===== config.mk =====
export PLATFORM = sky130hd
export DESIGN_NAME = gwms_ctrl
export DESIGN_NICKNAME = d
export VERILOG_FILES = /design/src/rtl/core/gwms_pkg.sv /design/src/rtl/core/gwms_ctrl.sv
export SDC_FILE = /design/constraint.sdc
export NUM_CORES = 1
export LEC_CHECK = 0
export ABC_AREA = 1
export BUFFER_PORTS_ARGS = -buffer_cell sky130_fd_sc_hd__buf_4
export CORE_AREA = 2 2 39 41
export CTS_BUF_LIST = sky130_fd_sc_hd__clkbuf_16
export DETAILED_ROUTE_END_ITERATION = 10
export DIE_AREA = 0 0 41 43
export GPL_TIMING_DRIVEN = 0
export PLACE_DENSITY = 0.57
export SYNTH_ARGS = -nofsm -noshare
export SYNTH_HDL_FRONTEND = slang
export SYNTH_SLANG_ARGS = --single-unit

===== constraint.sdc =====
create_clock -name clk -period 1.1 [get_ports clk]
set_input_delay 0.11 -clock clk [delete_from_list [all_inputs] [get_ports clk]]
set_output_delay 0.11 -clock clk [all_outputs]
set_load 0.03 [all_outputs]

===== src/rtl/core/gwms_pkg.sv =====
`timescale 1ns / 1ps
// ----------------------------------------------------------------------------
// gwms_pkg
// Shared constants and types for the guided window match search block.
// ----------------------------------------------------------------------------
package gwms_pkg;

  localparam int MaxWidth   = 512;
  localparam int MaxHeight  = 512;
  localparam int RowsAbove  = 20;
  localparam int RowsBelow  = 20;
  localparam int ColsLeft   = 100;
  localparam int ColsRight  = 10;

  localparam int XW    = $clog2(MaxWidth);
  localparam int YW    = $clog2(MaxHeight);
  localparam int AW    = XW + YW;
  localparam int CW    = 11;               // signed scan coordinate width
  localparam int ERRW  = 25;

  localparam logic [ERRW-1:0] ERR_INF = '1;

  localparam logic [2:0] REG_WIDTH  = 3'd0;
  localparam logic [2:0] REG_HEIGHT = 3'd1;
  localparam logic [2:0] REG_CW     = 3'd2;
  localparam logic [2:0] REG_PW     = 3'd3;
  localparam logic [2:0] REG_EW     = 3'd4;

  // controller -> datapath
  typedef struct packed {
    logic load;      // write entry at input address
    logic init;      // capture query, set scan origin
    logic rd;        // issue read for current scan position
    logic adv;       // step scan position
    logic fin_rd;    // read entry at query position (empty window)
    logic done;      // drive result
  } gwms_cmd_t;

  // datapath -> controller
  typedef struct packed {
    logic last;      // current scan position is the last one
  } gwms_sts_t;

  function automatic logic [9:0] term_sum(input logic [23:0] a, input logic [23:0] b);
    logic [9:0] s;
    s = 10'd0;
    for (int i = 0; i < 3; i++) begin
      if (a[i*8 +: 8] > b[i*8 +: 8]) s = s + 10'(a[i*8 +: 8] - b[i*8 +: 8]);
      else                           s = s + 10'(b[i*8 +: 8] - a[i*8 +: 8]);
    end
    return s;
  endfunction

endpackage


===== src/rtl/core/gwms_ctrl.sv =====
`timescale 1ns / 1ps
// ----------------------------------------------------------------------------
// gwms_ctrl
// Sequencer: load, window scan and result phases.
// ----------------------------------------------------------------------------
module gwms_ctrl (
  input  logic                clk,
  input  logic                rst_n,
  input  logic                start,
  input  logic                in_operation,
  input  gwms_pkg::gwms_sts_t sts,
  output gwms_pkg::gwms_cmd_t cmd,
  output logic                busy
);
  import gwms_pkg::*;

  localparam logic [2:0] S_IDLE  = 3'd0;
  localparam logic [2:0] S_SCAN  = 3'd1;
  localparam logic [2:0] S_DRAIN = 3'd2;
  localparam logic [2:0] S_FIN   = 3'd3;
  localparam logic [2:0] S_OUT   = 3'd4;

  logic [2:0] state_r, state_nxt;
  logic [2:0] drain_r, drain_nxt;

  assign busy = (state_r != S_IDLE);

  always_comb begin
    state_nxt = state_r;
    drain_nxt = drain_r;
    cmd       = '0;
    case (state_r)
      S_IDLE: begin
        if (start) begin
          if (in_operation) begin
            cmd.init  = 1'b1;
            state_nxt = S_SCAN;
          end else begin
            cmd.load = 1'b1;
          end
        end
      end
      S_SCAN: begin
        cmd.rd  = 1'b1;
        cmd.adv = 1'b1;
        if (sts.last) begin
          state_nxt = S_DRAIN;
          drain_nxt = 3'd0;
        end
      end
      S_DRAIN: begin
        drain_nxt = drain_r + 3'd1;
        if (drain_r == 3'd3) state_nxt = S_FIN;
      end
      S_FIN: begin
        cmd.fin_rd = 1'b1;
        drain_nxt  = 3'd0;
        state_nxt  = S_OUT;
      end
      S_OUT: begin
        drain_nxt = drain_r + 3'd1;
        if (drain_r == 3'd1) begin
          cmd.done  = 1'b1;
          state_nxt = S_IDLE;
        end
      end
      default: state_nxt = S_IDLE;
    endcase
  end

  always_ff @(posedge clk) begin
    if (!rst_n) begin
      state_r <= S_IDLE;
      drain_r <= 3'd0;
    end else begin
      state_r <= state_nxt;
      drain_r <= drain_nxt;
    end
  end

endmodule


== Word-level counts from Yosys, hierarchy flattened ==
Index checks and enable logic that the tools add are counted.

* Bits of input ports: 5
* Output and inout port bits: 7
* Register bits: 6

* Equality and inequality tests: 11
* Reduce and logical (&&, ||, !) cells: 6
* Multiplexer cells: 16
* Add/sub/neg operators: 1

{| class="wikitable"
|+ Operator list
! cell !! count
|-
| 3-bit 2-to-1 mux || 6
|-
| 3-bit one-hot mux with 5 select lines || 1
|-
| 2-bit != test, second input constant || 5
|-
| 3-bit by 2-bit equality test with 1-bit output, second input constant || 3
|-
| 3-bit one-hot mux with 3 select lines || 1
|-
| 3-bit by 1-bit equality test with 1-bit output, second input constant || 2
|-
| 2-bit 2-to-1 mux || 3
|-
| 3-bit nonzero test || 2
|-
| 1-bit 2-to-1 mux || 5
|-
| 5-bit AND reduction || 1
|-
| 3-bit by 1-bit adder with 3-bit output, second input constant || 1
|-
| 3-bit equality test, second input constant || 1
|-
| 3-bit logical NOT || 1
|-
| 2-bit AND reduction || 1
|-
| 2-bit OR reduction || 1
|}

== Longest topological paths before layout ==
* Depth in word-level cells: 4
* Gate-level depth with buffers: 8
* Mapped depth without buffers: 8

== Least setup slack after synthesis ==
OpenSTA, ideal clock, no wires.

* Path kind: flip-flop to output port
* Start: register state_r[2]
* End: output cmd[5] (netlist bit)
* Arrival time: 1.529 ns
* Path buffers: 0
* Slack: -0.539 ns
* Cell stages (with the launch flop): 4
* Cell sequence: dfxtp_1 > nor2_4 > nand2_1 > nor3b_1

{| class="wikitable"
|+ RTL lines
! what !! line !! text
|-
| from (decl) || gwms_ctrl.sv:23 || <nowiki>logic [2:0] state_r, state_nxt;</nowiki>
|-
| from (signal assigned) || gwms_ctrl.sv:76 || <nowiki>state_r <= state_nxt;</nowiki>
|-
| to (decl) || gwms_ctrl.sv:12 || <nowiki>output gwms_pkg::gwms_cmd_t cmd,</nowiki>
|}

==> metrics.cfg <==
[critical_path]
crit_slowest_cell=dfxtp_4
crit_path_end_kind=output port
cp_max_fo=3
cp.depth=4
cp_top_family=simple AND/OR/NAND/NOR gates
crit_arrival_ns=1.13
path_cells=nor2_4 > nand2_4 > nor3b_4 > buf_6
critPathLaunchType=flop
slowest_delay_ns=0.35
crit_buf_inv=1
critical_path_required_ns=0.99
r2r_cells=7
critPathKind=flop to output port

[route]
via_per_inst=4.58
vias=435
dr.pass1.iters=4
wl_per_cell_um=10.7
postRouteAntennaNets=0
drt_iter0_drc=4
drc=0
routed_wl_mm=1.02

[status]
outcome=finished with violations
violations=negative setup slack

[clock_tree]
cts.sinks=6
path_clk_slew_ns=0.03
cts_max_path_buffers=2
cts_buffers=3
clk-insertion-delay-late_ns=0.23
cts-hold-fix-buffers=0
cts_tree=built
htreeDepth=1
root_buffer=clkbuf_16

[floorplanning]
io_pins=12
die_w_um=41
initial_core_util_pct=28.1
row_count=14
die_height_um=43
core_sq_um=1380
die-area_sq_um=1760

[synth]
async_reset_ff_share_pct=0
yosys.area.top_type=dfxtp_1
synth_commonest_cells=nand2_1, inv_1, a21oi_1, dfxtp_1, nor2_1
synth-compound-area-share_pct=9.00
yosys.area_share.adder_pct=9.65
synth.most_common_cell=nand2_1
netlist_area_sq_um=389
synth_edf_count=0
syn_nets=65
yosys-top-cells-area=dfxtp_1, nand2_1, ha_1
yosysSeqAreaShare_pct=30.9
post_synth_inst_count=57
synth_top_cell_area_share_pct=30.9
synthFlopType=dfxtp_1
ys_warn_count=0
synth-seq-cells=6
synthMuxAreaShare_pct=0
yosysUniqueCellTypes=17
synthXorXnorAreaFrac_pct=0
syn_avg_cell_area_sq_um=6.83
yosys.area_share.simple_pct=38.9
synth_top_family_by_area=simple AND/OR/NAND/NOR gates

[sta]
setup_viol=12
clock_skew_ns=0.000258
slew_viol_final=0
fin_crit_sh_pct=113
grt_setup_unrepaired=yes
worst_slack_ns=-0.139
worst_pin_slew_ns=0.209
slew_headroom_pct=86.1
hold_violations=0
setup-tns-final_ns=-0.916
min_period_ns=1.24
fmax_ghz=0.807
holdWs_ns=0.138

[power]
power.density_nw_per_um2=2930
power.total_mw=2.28
vdd_drop_max_uv=1920
leakage_nw=0.339

[final_layout]
stdcell_area_sq_um=778
area_delta_synth_final_pct=100
fin_cells=95
n_antenna_cell=0
nNetsFinal=89
drive_gt1_share_pct=67.1
final_util_pct=56.2

[placed_design]
port_buffers=11
gp_congestion=0.702
dp_slack_ns=-0.0928
dpl-instance-area_sq_um=514
hpwl_um=618
dpl.cell_count=84

[grt]
antenna_found_initial=0
grt_max_degree=6
grt_pass1_wl_mm=1.45
grt_pass1_vias=396
grt-ovfl-total=0
grt.total_usage_pct=12.2

[hold_path]
hold_path_depth=3
min-delay-path-class=input pin to flop

[flow_run]
maxCapViolations=0

-- report_power, final --
| group | switching (mW) | total (mW) | internal [mW] | leakage (nW) |
|---|---|---|---|---|
| sequential | 0.0900 | 0.383 | 0.293 | 0.0516 |
| combinational | 0.721 | 1.32 | 0.602 | 0.250 |
| clock | 0.110 | 0.575 | 0.465 | 0.0370 |
| total | 0.921 | 2.28 | 1.36 | 0.339 |
-- repair_timing --
item	in CTS	in global routing
buffers inserted	5	3
pin swaps	10	5
gates resized for setup	24	13
setup endpoints to repair	12	12
-- cell usage in the layout, fill, tap and decap left out, drive strengths merged --
cell,count
o21ai,1
clkbuf,3
nand3b,1
dfxtp,6
ha,3
nand3,5
inv,10
buf,20
a21oi,6
nand2,14
nor2,7
nor3b,1
or2,2
-- state kept, by name (all words and copies together) (netlist names) --
signal	count
state_r	3
drain_r	3
-- cell families (layout without fill, tap and decap cells) --
kind of cell	Yosys count	after routing
buffers and inverters	11	33
adders and majority gates	3	3
DFF	6	6
AOI/OAI and AO/OA	7	7
and+or+nand+nor	30	30
-- worst register-to-register path, stage by stage (launching register included) --
cell	delay [ns]
dfxtp_2	0.41
inv_4	0.08
buf_4	0.15
nand3_4	0.10
nand2_1	0.08
nor2_2	0.10
nand2_1	0.09
a21oi_2	0.13
-- layer usage --
metal / vias to the layer above / share of wire (%) / GRT usage (%)
met5: - / 0 / 0
met4: 0 / 2.1 / 10.0
met3: 2 / 5.3 / 1.57
met2: 14 / 52 / 19.1
met1: 197 / 41 / 13.8
li1: 222 / - / -
-- path summary, 6_finish.rpt --
| kind | start | to | slack [ns] |
|---|---|---|---|
| worst max-delay path | state_r[0]$_SDFFE_PN0P_ | cmd[5] | -0.14 |
| worst min-delay path | rst_n | drain_r[0]$_SDFFE_PN0P_ | 0.14 |
| worst max register to register | state_r[1]$_SDFFE_PN0P_ | state_r[0]$_SDFFE_PN0P_ | -0.11 |
| worst min register to register | drain_r[0]$_SDFFE_PN0P_ | drain_r[0]$_SDFFE_PN0P_ | 0.46 |
-- cell type report --
cell class	instances	area (sq um)
Fill cell	129	606
Multi-Input combinational cell	40	328
Timing Repair Buffer	19	176
Sequential cell	6	131
Clock buffer	3	75.1
Inverter	10	40.0
Tap cell	16	20.0
Buffer	1	7.51
No activity file was read; power rests on OpenSTA's default activity.
